<file path="config.mk">
export PLATFORM = sky130hd
export DESIGN_NAME = sparse_row_segment_encoder_flat
export DESIGN_NICKNAME = d
export VERILOG_FILES = /design/src/rtl/srse_pkg.sv /design/src/rtl/srse_ifs.sv /design/src/rtl/srse_ram.sv /design/src/rtl/srse_ctrl.sv /design/src/rtl/srse_outq.sv /design/src/rtl/sparse_row_segment_encoder.sv /design/src/flat_wrapper.sv
export SDC_FILE = /design/constraint.sdc
export NUM_CORES = 1
export LEC_CHECK = 0
export BUFFER_PORTS_ARGS = -buffer_cell sky130_fd_sc_hd__buf_2
export CAP_MARGIN = 30
export CELL_PAD_IN_SITES_DETAIL_PLACEMENT = 1
export CELL_PAD_IN_SITES_GLOBAL_PLACEMENT = 2
export CORE_MARGIN = 8
export CORE_UTILIZATION = 42
export CTS_CLUSTER_DIAMETER = 50
export CTS_CLUSTER_SIZE = 12
export DETAILED_ROUTE_END_ITERATION = 6
export GPL_TIMING_DRIVEN = 0
export PLACE_DENSITY_LB_ADDON = 0.08
export SKIP_CTS_REPAIR_TIMING = 1
export SLEW_MARGIN = 20
export SYNTH_ARGS = -nofsm -noshare
export SYNTH_HDL_FRONTEND = slang
export SYNTH_SLANG_ARGS = --single-unit
export TNS_END_PERCENT = 100
</file>
<file path="constraint.sdc">
create_clock -name clock -period 2.7 [get_ports clock]
set_clock_uncertainty 0.15 [all_clocks]
set_input_delay 0.54 -clock clock [delete_from_list [all_inputs] [get_ports clock]]
set_output_delay 0.54 -clock clock [all_outputs]
set_load 0.01 [all_outputs]
</file>
<file path="src/rtl/srse_pkg.sv">
`default_nettype none

package srse_pkg;

   // row geometry
   localparam int WORDS_PER_ROW = 16;
   localparam int COL_W         = 4;
   localparam int ROW_W         = 5;
   localparam logic [COL_W-1:0] LAST_COL = COL_W'(WORDS_PER_ROW - 1);

   // segment data store
   localparam int STORE_DEPTH = 32;
   localparam int ADDR_W      = $clog2(STORE_DEPTH);
   localparam int CNT_W       = ADDR_W + 1;

   localparam int BYTE_W     = 8;
   localparam int GAP_W      = 4;
   localparam int WORD_BYTES = 2;
   localparam int HDR_BYTES  = 3;

   localparam logic [GAP_W-1:0]  MAX_GAP_RESET = GAP_W'(2);
   localparam logic [BYTE_W-1:0] ZERO_BYTE     = 8'h00;

   // header byte positions within a segment
   localparam logic [CNT_W-1:0] EMIT_ROW = CNT_W'(0);
   localparam logic [CNT_W-1:0] EMIT_COL = CNT_W'(1);
   localparam logic [CNT_W-1:0] EMIT_LEN = CNT_W'(2);

   typedef enum logic [1:0] {
      ST_IDLE,
      ST_FILL,
      ST_EMIT
   } state_type;

   // one byte slot handed from the sequencer to the output queue
   typedef struct packed {
      logic              vld;
      logic              from_ram;
      logic [BYTE_W-1:0] hdr_byte;
      logic              last;
   } emit_issue_type;

   typedef struct packed {
      logic              en;
      logic [ADDR_W-1:0] addr;
      logic [BYTE_W-1:0] data;
   } ram_wr_type;

   typedef struct packed {
      logic              en;
      logic [ADDR_W-1:0] addr;
   } ram_rd_type;

endpackage

`default_nettype wire

</file>
<file path="src/rtl/srse_ifs.sv">
`default_nettype none

interface srse_req_if import srse_pkg::*; ();
   logic             valid;
   logic             ready;
   logic [BYTE_W-1:0] first_byte;
   logic [BYTE_W-1:0] second_byte;
   logic [COL_W-1:0]  word_column;
   logic [ROW_W-1:0]  word_row;

   modport source (output valid, first_byte, second_byte, word_column, word_row,
                   input ready);
   modport sink   (input valid, first_byte, second_byte, word_column, word_row,
                   output ready);
endinterface

interface srse_rsp_if import srse_pkg::*; ();
   logic              valid;
   logic              ready;
   logic [BYTE_W-1:0] out_byte;
   logic              segment_end;

   modport source (output valid, out_byte, segment_end, input ready);
   modport sink   (input valid, out_byte, segment_end, output ready);
endinterface

interface srse_csr_if import srse_pkg::*; ();
   logic             valid;
   logic             ready;
   logic [GAP_W-1:0] max_gap;

   modport source (output valid, max_gap, input ready);
   modport sink   (input valid, max_gap, output ready);
endinterface

`default_nettype wire

</file>
<file path="src/rtl/srse_ram.sv">
`default_nettype none

module srse_ram #(
   parameter int WIDTH = 8,
   parameter int DEPTH = 32
) (
   input  wire logic                     clock,
   input  wire logic                     wr_en,
   input  wire logic [$clog2(DEPTH)-1:0] wr_addr,
   input  wire logic [WIDTH-1:0]         wr_data,
   input  wire logic                     rd_en,
   input  wire logic [$clog2(DEPTH)-1:0] rd_addr,
   output logic      [WIDTH-1:0]         rd_data
);

   logic [WIDTH-1:0] mem_ff [DEPTH];
   logic [WIDTH-1:0] rd_data_ff;

   always_ff @(posedge clock) begin
      if (wr_en) begin
         mem_ff[wr_addr] <= wr_data;
      end
      if (rd_en) begin
         rd_data_ff <= mem_ff[rd_addr];
      end
   end

   assign rd_data = rd_data_ff;

endmodule

`default_nettype wire

</file>
<file path="src/rtl/srse_ctrl.sv">
`default_nettype none

module srse_ctrl import srse_pkg::*; (
   input  wire logic              clock,
   input  wire logic              reset,
   input  wire logic              in_valid,
   output logic                   in_ready,
   input  wire logic [BYTE_W-1:0] in_first,
   input  wire logic [BYTE_W-1:0] in_second,
   input  wire logic [COL_W-1:0]  in_col,
   input  wire logic [ROW_W-1:0]  in_row,
   input  wire logic [GAP_W-1:0]  max_gap,
   input  wire logic              slot_free,
   output emit_issue_type         issue,
   output ram_wr_type             wr,
   output ram_rd_type             rd
);

   state_type         state_ff, state_in;
   logic              in_seg_ff, in_seg_in;
   logic [GAP_W-1:0]  pend_ff, pend_in;
   logic [ROW_W-1:0]  srow_ff, srow_in;
   logic [COL_W-1:0]  scol_ff, scol_in;
   logic [CNT_W-1:0]  cnt_ff, cnt_in;
   logic [CNT_W-1:0]  fleft_ff, fleft_in;
   logic [CNT_W-1:0]  eidx_ff, eidx_in;
   logic [BYTE_W-1:0] b0_ff, b0_in;
   logic [BYTE_W-1:0] b1_ff, b1_in;
   logic              rend_ff, rend_in;

   logic accept, zero_word, row_end, close_now, fill_last, emit_last, store_room;

   assign accept     = in_valid && (state_ff == ST_IDLE);
   assign zero_word  = (in_first == ZERO_BYTE) && (in_second == ZERO_BYTE);
   assign row_end    = (in_col == LAST_COL);
   assign close_now  = in_seg_ff && ((pend_ff >= max_gap) || row_end);
   assign fill_last  = (fleft_ff == CNT_W'(1));
   assign emit_last  = (eidx_ff == cnt_ff + CNT_W'(HDR_BYTES - 1));
   assign store_room = (cnt_ff < CNT_W'(STORE_DEPTH));

   // next state
   always_comb begin
      state_in = state_ff;
      unique case (state_ff)
         ST_IDLE: begin
            if (accept) begin
               if (!zero_word) begin
                  state_in = ST_FILL;
               end else if (close_now) begin
                  state_in = ST_EMIT;
               end
            end
         end
         ST_FILL: begin
            if (fill_last) begin
               state_in = rend_ff ? ST_EMIT : ST_IDLE;
            end
         end
         ST_EMIT: begin
            if (slot_free && emit_last) begin
               state_in = ST_IDLE;
            end
         end
         default: state_in = ST_IDLE;
      endcase
   end

   // outputs
   always_comb begin
      in_ready       = (state_ff == ST_IDLE);
      wr.en          = (state_ff == ST_FILL) && store_room;
      wr.addr        = cnt_ff[ADDR_W-1:0];
      if (fleft_ff == CNT_W'(WORD_BYTES)) begin
         wr.data = b0_ff;
      end else if (fill_last) begin
         wr.data = b1_ff;
      end else begin
         wr.data = ZERO_BYTE;
      end
      issue.vld      = (state_ff == ST_EMIT) && slot_free;
      issue.from_ram = (eidx_ff >= CNT_W'(HDR_BYTES));
      issue.last     = emit_last;
      if (eidx_ff == EMIT_ROW) begin
         issue.hdr_byte = BYTE_W'(srow_ff);
      end else if (eidx_ff == EMIT_COL) begin
         issue.hdr_byte = BYTE_W'(scol_ff);
      end else if (eidx_ff == EMIT_LEN) begin
         issue.hdr_byte = BYTE_W'(cnt_ff);
      end else begin
         issue.hdr_byte = ZERO_BYTE;
      end
      rd.en   = issue.vld && issue.from_ram;
      rd.addr = ADDR_W'(eidx_ff - CNT_W'(HDR_BYTES));
   end

   // datapath next values
   always_comb begin
      in_seg_in = in_seg_ff;
      pend_in   = pend_ff;
      srow_in   = srow_ff;
      scol_in   = scol_ff;
      cnt_in    = cnt_ff;
      fleft_in  = fleft_ff;
      eidx_in   = eidx_ff;
      b0_in     = b0_ff;
      b1_in     = b1_ff;
      rend_in   = rend_ff;
      unique case (state_ff)
         ST_IDLE: begin
            if (accept) begin
               b0_in   = in_first;
               b1_in   = in_second;
               rend_in = row_end;
               if (zero_word) begin
                  if (close_now) begin
                     in_seg_in = 1'b0;
                     pend_in   = '0;
                     eidx_in   = '0;
                  end else if (in_seg_ff) begin
                     pend_in = pend_ff + GAP_W'(1);
                  end
               end else begin
                  if (in_seg_ff) begin
                     // bridged zero words go in ahead of the new data
                     fleft_in = CNT_W'({pend_ff, 1'b0}) + CNT_W'(WORD_BYTES);
                  end else begin
                     srow_in  = in_row;
                     scol_in  = in_col;
                     cnt_in   = '0;
                     fleft_in = CNT_W'(WORD_BYTES);
                  end
                  in_seg_in = 1'b1;
                  pend_in   = '0;
               end
            end
         end
         ST_FILL: begin
            fleft_in = fleft_ff - CNT_W'(1);
            if (store_room) begin
               cnt_in = cnt_ff + CNT_W'(1);
            end
            if (fill_last && rend_ff) begin
               in_seg_in = 1'b0;
               pend_in   = '0;
               eidx_in   = '0;
            end
         end
         ST_EMIT: begin
            if (slot_free) begin
               eidx_in = eidx_ff + CNT_W'(1);
               if (emit_last) begin
                  cnt_in = '0;
               end
            end
         end
         default: ;
      endcase
   end

   always_ff @(posedge clock) begin
      if (reset) begin
         state_ff  <= ST_IDLE;
         in_seg_ff <= 1'b0;
         pend_ff   <= '0;
         srow_ff   <= '0;
         scol_ff   <= '0;
         cnt_ff    <= '0;
         fleft_ff  <= '0;
         eidx_ff   <= '0;
      end else begin
         state_ff  <= state_in;
         in_seg_ff <= in_seg_in;
         pend_ff   <= pend_in;
         srow_ff   <= srow_in;
         scol_ff   <= scol_in;
         cnt_ff    <= cnt_in;
         fleft_ff  <= fleft_in;
         eidx_ff   <= eidx_in;
      end
      b0_ff   <= b0_in;
      b1_ff   <= b1_in;
      rend_ff <= rend_in;
   end

endmodule

`default_nettype wire

</file>
<file path="src/rtl/srse_outq.sv">
`default_nettype none

module srse_outq import srse_pkg::*; (
   input  wire logic              clock,
   input  wire logic              reset,
   input  wire emit_issue_type    issue,
   input  wire logic [BYTE_W-1:0] ram_data,
   output logic                   slot_free,
   output logic                   out_valid,
   input  wire logic              out_ready,
   output logic [BYTE_W-1:0]      out_byte,
   output logic                   out_end
);

   // stage 1 waits for the RAM read; RAM output holds while no read is issued
   logic              s1_vld_ff, s1_vld_in;
   logic              s1_ram_ff, s1_ram_in;
   logic [BYTE_W-1:0] s1_hdr_ff, s1_hdr_in;
   logic              s1_last_ff, s1_last_in;
   logic              ov_ff, ov_in;
   logic [BYTE_W-1:0] ob_ff, ob_in;
   logic              oe_ff, oe_in;
   logic              s1_take;

   assign s1_take   = s1_vld_ff && (!ov_ff || out_ready);
   assign slot_free = !s1_vld_ff || s1_take;

   always_comb begin
      s1_vld_in  = issue.vld || (s1_vld_ff && !s1_take);
      s1_ram_in  = issue.vld ? issue.from_ram : s1_ram_ff;
      s1_hdr_in  = issue.vld ? issue.hdr_byte : s1_hdr_ff;
      s1_last_in = issue.vld ? issue.last     : s1_last_ff;
      ov_in      = s1_take || (ov_ff && !out_ready);
      ob_in      = ob_ff;
      oe_in      = oe_ff;
      if (s1_take) begin
         ob_in = s1_ram_ff ? ram_data : s1_hdr_ff;
         oe_in = s1_last_ff;
      end
   end

   always_ff @(posedge clock) begin
      if (reset) begin
         s1_vld_ff <= 1'b0;
         ov_ff     <= 1'b0;
      end else begin
         s1_vld_ff <= s1_vld_in;
         ov_ff     <= ov_in;
      end
      s1_ram_ff  <= s1_ram_in;
      s1_hdr_ff  <= s1_hdr_in;
      s1_last_ff <= s1_last_in;
      ob_ff      <= ob_in;
      oe_ff      <= oe_in;
   end

   assign out_valid = ov_ff;
   assign out_byte  = ob_ff;
   assign out_end   = oe_ff;

endmodule

`default_nettype wire

</file>
<file path="src/rtl/sparse_row_segment_encoder.sv">
// Sparse row segment encoder.
// req (sink): one 16-bit display word per transfer, two pixel bytes plus its
//   column and row. Words arrive in row order; the last column closes the row.
// rsp (source): one encoded byte per transfer: row, column, length, then the
//   stored data bytes of a segment; segment_end marks its last byte.
// csr (sink): writes max_gap, the zero words bridged inside a segment. Always
//   ready; write only while the block is idle. Reset value 2.
// Flow: an accepted word that stores data holds req.ready low while its 2*z+2
//   bytes are written, z being the bridged zero words written ahead of it (one byte per
//   cycle through the single write port of the 32-byte segment store). A
//   plain zero word that does not close leaves req ready. A closing word then streams 3+n bytes,
//   one per cycle while rsp.ready allows, through the store's read port and a
//   two-deep output queue; req stays blocked until the last byte has been
//   issued.
// Stall: a low rsp.ready freezes the output register and, once the queue is
//   full, the segment readout; nothing is lost or repeated.
// Reset: synchronous, active high; clears the open segment, empties the
//   output queue and loads max_gap with 2. The store needs no clearing pass.
`default_nettype none

module sparse_row_segment_encoder import srse_pkg::*; (
   input  wire logic  clock,
   input  wire logic  reset,
   srse_req_if.sink   req,
   srse_rsp_if.source rsp,
   srse_csr_if.sink   csr
);

   logic [GAP_W-1:0]  max_gap_ff, max_gap_in;
   logic              slot_free;
   emit_issue_type    issue;
   ram_wr_type        wr;
   ram_rd_type        rd;
   logic [BYTE_W-1:0] ram_data;

   // configuration register
   assign csr.ready  = 1'b1;
   assign max_gap_in = (csr.valid) ? csr.max_gap : max_gap_ff;

   always_ff @(posedge clock) begin
      if (reset) begin
         max_gap_ff <= MAX_GAP_RESET;
      end else begin
         max_gap_ff <= max_gap_in;
      end
   end

   // segment sequencer: fill from words, read out on close
   srse_ctrl u_ctrl (
      .clock     (clock),
      .reset     (reset),
      .in_valid  (req.valid),
      .in_ready  (req.ready),
      .in_first  (req.first_byte),
      .in_second (req.second_byte),
      .in_col    (req.word_column),
      .in_row    (req.word_row),
      .max_gap   (max_gap_ff),
      .slot_free (slot_free),
      .issue     (issue),
      .wr        (wr),
      .rd        (rd)
   );

   // segment data store
   srse_ram #(
      .WIDTH (BYTE_W),
      .DEPTH (STORE_DEPTH)
   ) u_store (
      .clock   (clock),
      .wr_en   (wr.en),
      .wr_addr (wr.addr),
      .wr_data (wr.data),
      .rd_en   (rd.en),
      .rd_addr (rd.addr),
      .rd_data (ram_data)
   );

   // read stage and output register
   srse_outq u_outq (
      .clock     (clock),
      .reset     (reset),
      .issue     (issue),
      .ram_data  (ram_data),
      .slot_free (slot_free),
      .out_valid (rsp.valid),
      .out_ready (rsp.ready),
      .out_byte  (rsp.out_byte),
      .out_end   (rsp.segment_end)
   );

endmodule

`default_nettype wire

</file>
<file path="src/flat_wrapper.sv">
// flat-port wrapper written by rule: the top's interface ports become plain ports
module sparse_row_segment_encoder_flat import srse_pkg::*;
  (clock, reset, req_valid, req_first_byte, req_second_byte, req_word_column, req_word_row, req_ready, rsp_valid, rsp_out_byte, rsp_segment_end, rsp_ready, csr_valid, csr_max_gap, csr_ready);
  srse_req_if req_i ();
  srse_rsp_if rsp_i ();
  srse_csr_if csr_i ();
  input  wire logic clock;
  input  wire logic reset;
  input wire logic [$bits(req_i.valid)-1:0] req_valid;
  input wire logic [$bits(req_i.first_byte)-1:0] req_first_byte;
  input wire logic [$bits(req_i.second_byte)-1:0] req_second_byte;
  input wire logic [$bits(req_i.word_column)-1:0] req_word_column;
  input wire logic [$bits(req_i.word_row)-1:0] req_word_row;
  output wire logic [$bits(req_i.ready)-1:0] req_ready;
  output wire logic [$bits(rsp_i.valid)-1:0] rsp_valid;
  output wire logic [$bits(rsp_i.out_byte)-1:0] rsp_out_byte;
  output wire logic [$bits(rsp_i.segment_end)-1:0] rsp_segment_end;
  input wire logic [$bits(rsp_i.ready)-1:0] rsp_ready;
  input wire logic [$bits(csr_i.valid)-1:0] csr_valid;
  input wire logic [$bits(csr_i.max_gap)-1:0] csr_max_gap;
  output wire logic [$bits(csr_i.ready)-1:0] csr_ready;
  assign req_i.valid = req_valid;
  assign req_i.first_byte = req_first_byte;
  assign req_i.second_byte = req_second_byte;
  assign req_i.word_column = req_word_column;
  assign req_i.word_row = req_word_row;
  assign req_ready = req_i.ready;
  assign rsp_valid = rsp_i.valid;
  assign rsp_out_byte = rsp_i.out_byte;
  assign rsp_segment_end = rsp_i.segment_end;
  assign rsp_i.ready = rsp_ready;
  assign csr_i.valid = csr_valid;
  assign csr_i.max_gap = csr_max_gap;
  assign csr_ready = csr_i.ready;
  sparse_row_segment_encoder u_core (.clock(clock), .reset(reset), .req(req_i), .rsp(rsp_i), .csr(csr_i));
endmodule
</file>
==> results.yml, run 1 <==
route:
  vias_per_cell: 5.42
  drt_iter0_drc: 456
  remaining_drc_errors: 0
  drtAntennaViolNets: 0
  routedWlPerCell_um: 24.7
  dr.pass1.iters: 4
  vias: 7607
  drt_wl_total_um: 34700
timing:
  finalCritPeriodShare_pct: 97.6
  rsz0062_at_grt: "yes"
  setup_violations: 0
  relSlewSlack_pct: 46.6
  worst_slack_ns: 0.0639
  hold_violations: 0
  fmax_ghz: 0.379
  min_period_ns: 2.64
  tightest_slew_ns: 0.802
  hold_ws_ns: 0.0775
  maxSlewViolCount: 0
synthesis:
  ys.flop_type: "edfxtp_1"
  syn_area_um2: 14100
  synth_nets: 884
  yosysUniqueCellTypes: 73
  synth_seq_area_share_pct: 69.3
  synth_area_leaders: "edfxtp_1, mux4_2, dfxtp_1, mux2i_1, nor2_1"
  ys_ff_latch: 338
  ys_warn_count: 0
  synth_cells: 833
  synth_top_area_share_pct: 63.7
  synth_edf_count: 298
  synthArstFlopShare_pct: 0
  synth.largest_area_cell: "edfxtp_1"
  syn-mean-instance-area_um2: 16.9
clocking:
  cts_max_level: 2
  cts.clk_slew.worst_paths_ns: 0.06
  cts_tree: "built"
  clock-sinks: 338
  clk_latency_ns: 0.51
  cts_buffers: 40
  clockRootBuffer: "clkbuf_16"
  clockBufferDepth: 3
place:
  placed_cell_area_um2: 14900
  dp_slack_ns: -0.914
  finalWeightedCongestion: 0.777
  port_buffers: 42
  place_inst: 1325
  dpl.hpwl_um: 23600
job:
  maxCapViolations: 0
floorplanning:
  rows: 67
  pin_count: 46
  start_util_pct: 42.2
  die-width_um: 199
  fp.dieH_um: 199
  die_area_um2: 39600
  core_area_um2: 33300
critical_path:
  required_ns: 2.74
  cp-start-kind: "flop"
  critPathArrivalTime_ns: 2.68
  critPathKind: "flop to flop"
  end_kind: "flop"
  cp_max_fo: 32
finish:
  drive_gt1_share_pct: 32.5
  nets: 981
  syn_to_final_growth_pct: 18.7
  design_area_um2: 16700
  instances_no_fill: 1403
power:
  ir_drop_mv: 0.561
  power.leakage_nw: 5.44
  powerDensity_nw_per_um2: 752
global_routing:
  grt_overflow: 0
  grt_max_degree: 33
  track_usage_pct: 17.5
  antenna_found_initial: 0
  grt_pass1_vias: 8134
  grt_pass1_wl_um: 51300
min_path:
  hold_path.class: "input pin to flop"
outcome:
  status: "finished clean"
-- layer usage --
| layer | vias to the layer above | global-route usage [%] | routed length [µm] |
|---|---|---|---|
| li1 | 3480 | - | - |
| met1 | 3955 | 25.0 | 16400 |
| met2 | 146 | 28.5 | 16600 |
| met3 | 26 | 2.49 | 1300 |
| met4 | 0 | 3.21 | 318 |
| met5 | - | 0 | 0 |
-- cells in the mapped netlist (9+ instances only) --
cell type / instances
nor3_1: 12
nand2_1: 49
buf_4: 9
and2_1: 14
a211oi_1: 12
a32o_1: 9
buf_2: 11
ha_1: 17
a22o_1: 11
mux2i_1: 30
dfxtp_1: 40
a21oi_1: 15
nor2_1: 67
inv_1: 22
o21ai_0: 11
edfxtp_1: 298
mux4_2: 64
nand3_1: 16
-- path summary, 6_finish.rpt --
kind	from	endpoint	slack, ns	depth (start not counted)
max reg2reg	u_core.u_ctrl.fleft_ff[2]	u_core.u_store.mem_ff[18][2]	0.06	4
min	req_second_byte[0]	u_core.u_ctrl.b1_ff[0]	0.08	1
max	u_core.u_ctrl.fleft_ff[2]	u_core.u_store.mem_ff[18][2]	0.06	4
min reg2reg	u_core.u_outq.s1_last_ff	u_core.u_outq.out_end	0.29	0
-- worst max-delay path, stage by stage, from the launching register on --
cell	delay, ns
dfxtp_1	0.38
nor4_4	0.50
nand2_1	0.13
nor2_1	0.37
a22o_2	0.75
-- metrics by stage --
stage / utilization [%] / total power, mW / TNS, ns
2_1_floorplan: - / 6.87 / 0
3_3_place_gp: 44.6 / 7.29 / -94.56
3_5_place_dp: 44.7 / 7.36 / -53.25
4_1_cts: 48.4 / 12.5 / -57.95
5_1_grt: 50.1 / 13.0 / -10.77
6_report: 50.1 / 12.6 / 0
-- cells by family after synthesis --
kind of cell / after synthesis / synth area share, %
flip-flops: 338 / 69.3
AND/OR/NAND/NOR: 199 / 7.21
AO/OA/AOI/OAI: 103 / 5.84
multiplexers: 100 / 12.9
buffers and inverters: 63 / 2.34
adder cells (fa/ha/maj): 17 / 1.51
XOR/XNOR: 12 / 0.854
other: 1 / 0.0267
-- power breakdown --
group / leakage (nW) / internal, mW / switching [mW]
combinational: 1.76 / 0.546 / 0.848
clock: 0.611 / 3.08 / 2.09
sequential: 3.08 / 5.94 / 0.0521
total: 5.44 / 9.57 / 2.98
-- state kept, by name, summed over array words and instances, names as in the netlist --
name	cells
u_core.u_store.mem_ff	256
u_core.u_ctrl.b0_ff	8
u_core.u_ctrl.b1_ff	8
u_core.u_outq.out_byte	8
u_core.u_store.rd_data	8
u_core.u_ctrl.cnt_ff	6
u_core.u_ctrl.eidx_ff	6
u_core.u_ctrl.fleft_ff	6
u_core.u_outq.s1_hdr_ff	6
u_core.u_ctrl.srow_ff	5
u_core.max_gap_ff	4
u_core.u_ctrl.pend_ff	4
u_core.u_ctrl.scol_ff	4
u_core.u_ctrl.state_ff	2
u_core.u_ctrl.in_seg_ff	1
u_core.u_ctrl.rend_ff	1
u_core.u_outq.out_end	1
u_core.u_outq.out_valid	1
u_core.u_outq.s1_last_ff	1
u_core.u_outq.s1_ram_ff	1
u_core.u_outq.s1_vld_ff	1
-- layout by cell type, fill, tap and decap left out, drive strengths merged, types with 6 or more instances in the layout --
cell,n
edfxtp,298
buf,82
nor2,68
mux4,64
clkbuf,59
nand2,50
dfxtp,40
mux2i,30
inv,28
a211oi,21
ha,17
nand3,16
a21oi,15
and2,15
o21ai,14
nor3,13
a22o,11
clkinv,11
a32o,9
nor2b,8
xnor2,7
a31oi,6
mux2,6
nor4,6
-- cell type report --
cell class | count | area, µm²
multi-input combinational | 432 | 4310
clock inverter | 19 | 206
inverter | 24 | 90.1
clock buffer | 47 | 1050
buffer | 39 | 339
tap | 448 | 561
antenna | 1 | 2.50
timing repair buffer | 55 | 375
fill | 3153 | 16600
sequential | 338 | 9750
Note: power is estimated with default switching activity, not from simulation.
==> inputs of run 2 (changes only) <==
--- a/config.mk
+++ b/config.mk
@@ -10,7 +10,7 @@
 export CELL_PAD_IN_SITES_DETAIL_PLACEMENT = 1
 export CELL_PAD_IN_SITES_GLOBAL_PLACEMENT = 2
 export CORE_MARGIN = 8
-export CORE_UTILIZATION = 42
+export CORE_UTILIZATION = 43
 export CTS_CLUSTER_DIAMETER = 50
 export CTS_CLUSTER_SIZE = 12
 export DETAILED_ROUTE_END_ITERATION = 6
@@ -20,5 +20,6 @@
 export SLEW_MARGIN = 20
 export SYNTH_ARGS = -nofsm -noshare
 export SYNTH_HDL_FRONTEND = slang
+export SYNTH_HIERARCHICAL = 1
 export SYNTH_SLANG_ARGS = --single-unit
 export TNS_END_PERCENT = 100
==> run 2 against run 1 <==
The run now ends with setup timing left. Die area decreased by 2.8%. Final cell count decreased by 1.8%. Synthesized cell count decreased by 5.3%. Sequential cell count increased by 2. Sequential power increased by 8.8%. Critical path type unchanged. Hold slack got worse by 0.019 ns. First-iteration DRC count increased by 6.8%. Cell area increased by 2.0%. Clock power decreased by 3%. Critical path depth increased by 3. Fmax decreased by 5.3%.
==> results.yml, run 2 <==
critical_path:
  critPathArrivalTime_ns: 2.90
  cp-start-kind: "flop"
  ff2ff_path_depth: 7
  slowest_stage: "mux4_2"
  cp_max_fo: 7
  critPathKind: "flop to flop"
  critical-path-max-stage-delay_ns: 0.56
  reg2reg_to: "u_core/u_store/rd_data[2]"
  end_kind: "flop"
  required_ns: 2.81
  reg2reg_slack_ns: -0.08
  r2r_start: "u_core/u_ctrl/eidx_ff[1]"
  crit_chain: "ha_4 > xnor2_4 > buf_12 > buf_12 > mux4_2 > mux4_2 > mux2_4"
clocking:
  cts_tree: "built"
  clk_latency_ns: 0.52
  clock-sinks: 340
  cts.clk_slew.worst_paths_ns: 0.06
  clockBufferDepth: 3
  cts_buffers: 40
  cts_max_level: 2
  clockRootBuffer: "clkbuf_16"
place:
  finalWeightedCongestion: 0.807
  dpl.hpwl_um: 22800
  port_buffers: 43
  placed_cell_area_um2: 14800
  place_inst: 1277
synthesis:
  synth_top_area_share_pct: 64.6
  synth_cells: 789
  synth_seq_area_share_pct: 70.3
  synth_area_leaders: "edfxtp_1, mux4_2, dfxtp_1, nor2_1, ha_1"
  ys_top_cells_by_count: "edfxtp_1, mux4_2, nor2_1, dfxtp_1, a21oi_1"
  syn-mean-instance-area_um2: 17.7
  ys_ff_latch: 340
  yosysUniqueCellTypes: 56
  ys.flop_type: "edfxtp_1"
  synth.largest_area_cell: "edfxtp_1"
  syn_area_um2: 14000
  synthArstFlopShare_pct: 0
  ys_warn_count: 6
  synth_edf_count: 300
  yosysMostFrequentCell: "edfxtp_1"
timing:
  totalNegativeSetupSlack_ns: -0.385
  relSlewSlack_pct: 45.8
  fmax_ghz: 0.359
  hold_ws_ns: 0.0589
  worst_slack_ns: -0.0840
  finalCritPeriodShare_pct: 103
  setup_violations: 8
  min_period_ns: 2.78
  tightest_slew_ns: 0.814
  rsz0062_at_grt: "yes"
  maxSlewViolCount: 0
  hold_violations: 0
finish:
  syn_to_final_growth_pct: 21.9
  drive_gt1_share_pct: 35.6
  instances_no_fill: 1378
  mostFrequentLayoutCell: "edfxtp_1"
  largest_reg_flops: 256
  utilization_pct: 52.7
  antenna_cells: 0
  nets: 963
  design_area_um2: 17000
  final_cell_mix: "edfxtp_1, mux4_2, clkbuf_16"
  top_register: "u_core/u_store/mem_ff"
  n_fill_cell: 2942
route:
  drt_wl_total_um: 34900
  remaining_drc_errors: 0
  vias: 7614
  drt_iter0_drc: 487
  vias_per_cell: 5.53
  drtAntennaViolNets: 0
  routedWlPerCell_um: 25.3
  dr.pass1.iters: 5
power:
  powerDensity_nw_per_um2: 818
  ir_drop_mv: 0.664
  power.leakage_nw: 5.84
min_path:
  min_from: "req_first_byte[3]"
  hold_end: "u_core/u_ctrl/b0_ff[3]"
  hold_path.class: "input pin to flop"
  hold_path_depth: 1
floorplanning:
  fp.dieH_um: 196
  start_util_pct: 43.2
  pin_count: 46
  die-width_um: 196
  rows: 66
  die_area_um2: 38500
  core_area_um2: 32300
global_routing:
  grt_pass1_vias: 8010
  antenna_found_initial: 0
  track_usage_pct: 17.4
  grt_max_degree: 33
  grt_pass1_wl_um: 50200
  grt_overflow: 0
outcome:
  violations: "setup timing"
  status: "finished, violations left"
job:
  maxCapViolations: 0
-- run 2: cell count changes in the layout (fill, tap and decap cells not counted), moves of 9 or more --
cell      change
buf_4        +26
mux2i_1       -9
a211oi_2      -9
and2_1       -11
nor2_4       +14
nor2_2       -13
mux4_2       +16
nand2_1      -24
mux2_4       +15
a21oi_1      +12
-- run 2: per-layer routing --
metal	wire length, µm	GRT usage [%]	share of wire (%)	up-vias
li1	-	-	-	3379
met1	15400	22.9	44	4004
met2	16800	28.4	48	182
met3	1740	3.53	5.0	49
met4	865	6.29	2.5	0
met5	0	0	0	-
-- run 2: cells by family after synthesis --
group | Yosys count | synth area share, %
AOI/OAI and AO/OA | 77 | 3.68
xor gates and xnor gates | 20 | 1.26
adders and majority gates | 14 | 1.26
buffers and inverters | 62 | 2.37
DFF | 340 | 70.3
muxes | 108 | 15.3
other | 2 | 0.0538
and+or+nand+nor | 166 | 5.83
-- run 2: per-stage QoR --
stage	worst slack (ns)	total power [mW]
after floorplan	0.0187	7.86
after global placement	-0.709	8.52
after detailed placement	-0.764	8.69
after CTS	-0.772	13.7
after global routing	-0.121	14.4
final	-0.0840	13.9
-- run 2: final cells by class --
class | count | area (µm²) | share of cell area [%]
clock buffers | 49 | 1080 | 6.32
plain buffers | 44 | 492 | 2.89
multi-input cells | 388 | 4160 | 24.5
inverters | 17 | 75.1 | 0.441
clock inverters | 14 | 126 | 0.743
well taps | 442 | 553 | 3.25
flip-flops and latches | 340 | 9820 | 57.7
repair buffers | 84 | 707 | 4.15
-- run 2: critical path: cells and delay by family, from the launching register on --
kind / cells / cell delay, ns
multiplexers: 3 / 1.23
flip-flops: 1 / 0.37
buffers and inverters: 2 / 0.33
XOR/XNOR: 1 / 0.22
adder cells (fa/ha/maj): 1 / 0.19
-- run 2: report_power, final --
group	switching (mW)	leakage (nW)	internal [mW]	total [mW]
sequential	0.133	3.10	6.39	6.52
clock	2.08	0.572	2.92	5.00
combinational	1.50	2.17	0.896	2.39
total	3.71	5.84	10.2	13.9
-- run 2: how the worst max path moves through the flow --
stage                                   startpoint                   endpoint  slack (ns)  depth (start not counted)
final                     u_core/u_ctrl/eidx_ff[1]  u_core/u_store/rd_data[2]       -0.08                          7
after global routing      u_core/u_ctrl/eidx_ff[1]  u_core/u_store/rd_data[7]       -0.12                          7
after CTS                 u_core/u_ctrl/eidx_ff[1]  u_core/u_store/rd_data[2]       -0.77                          7
after detailed placement  u_core/u_ctrl/eidx_ff[1]  u_core/u_store/rd_data[2]       -0.76                          7
after global placement    u_core/u_ctrl/eidx_ff[1]  u_core/u_store/rd_data[0]       -0.71                          7
after floorplan           u_core/u_ctrl/eidx_ff[0]  u_core/u_store/rd_data[0]        0.02                          7
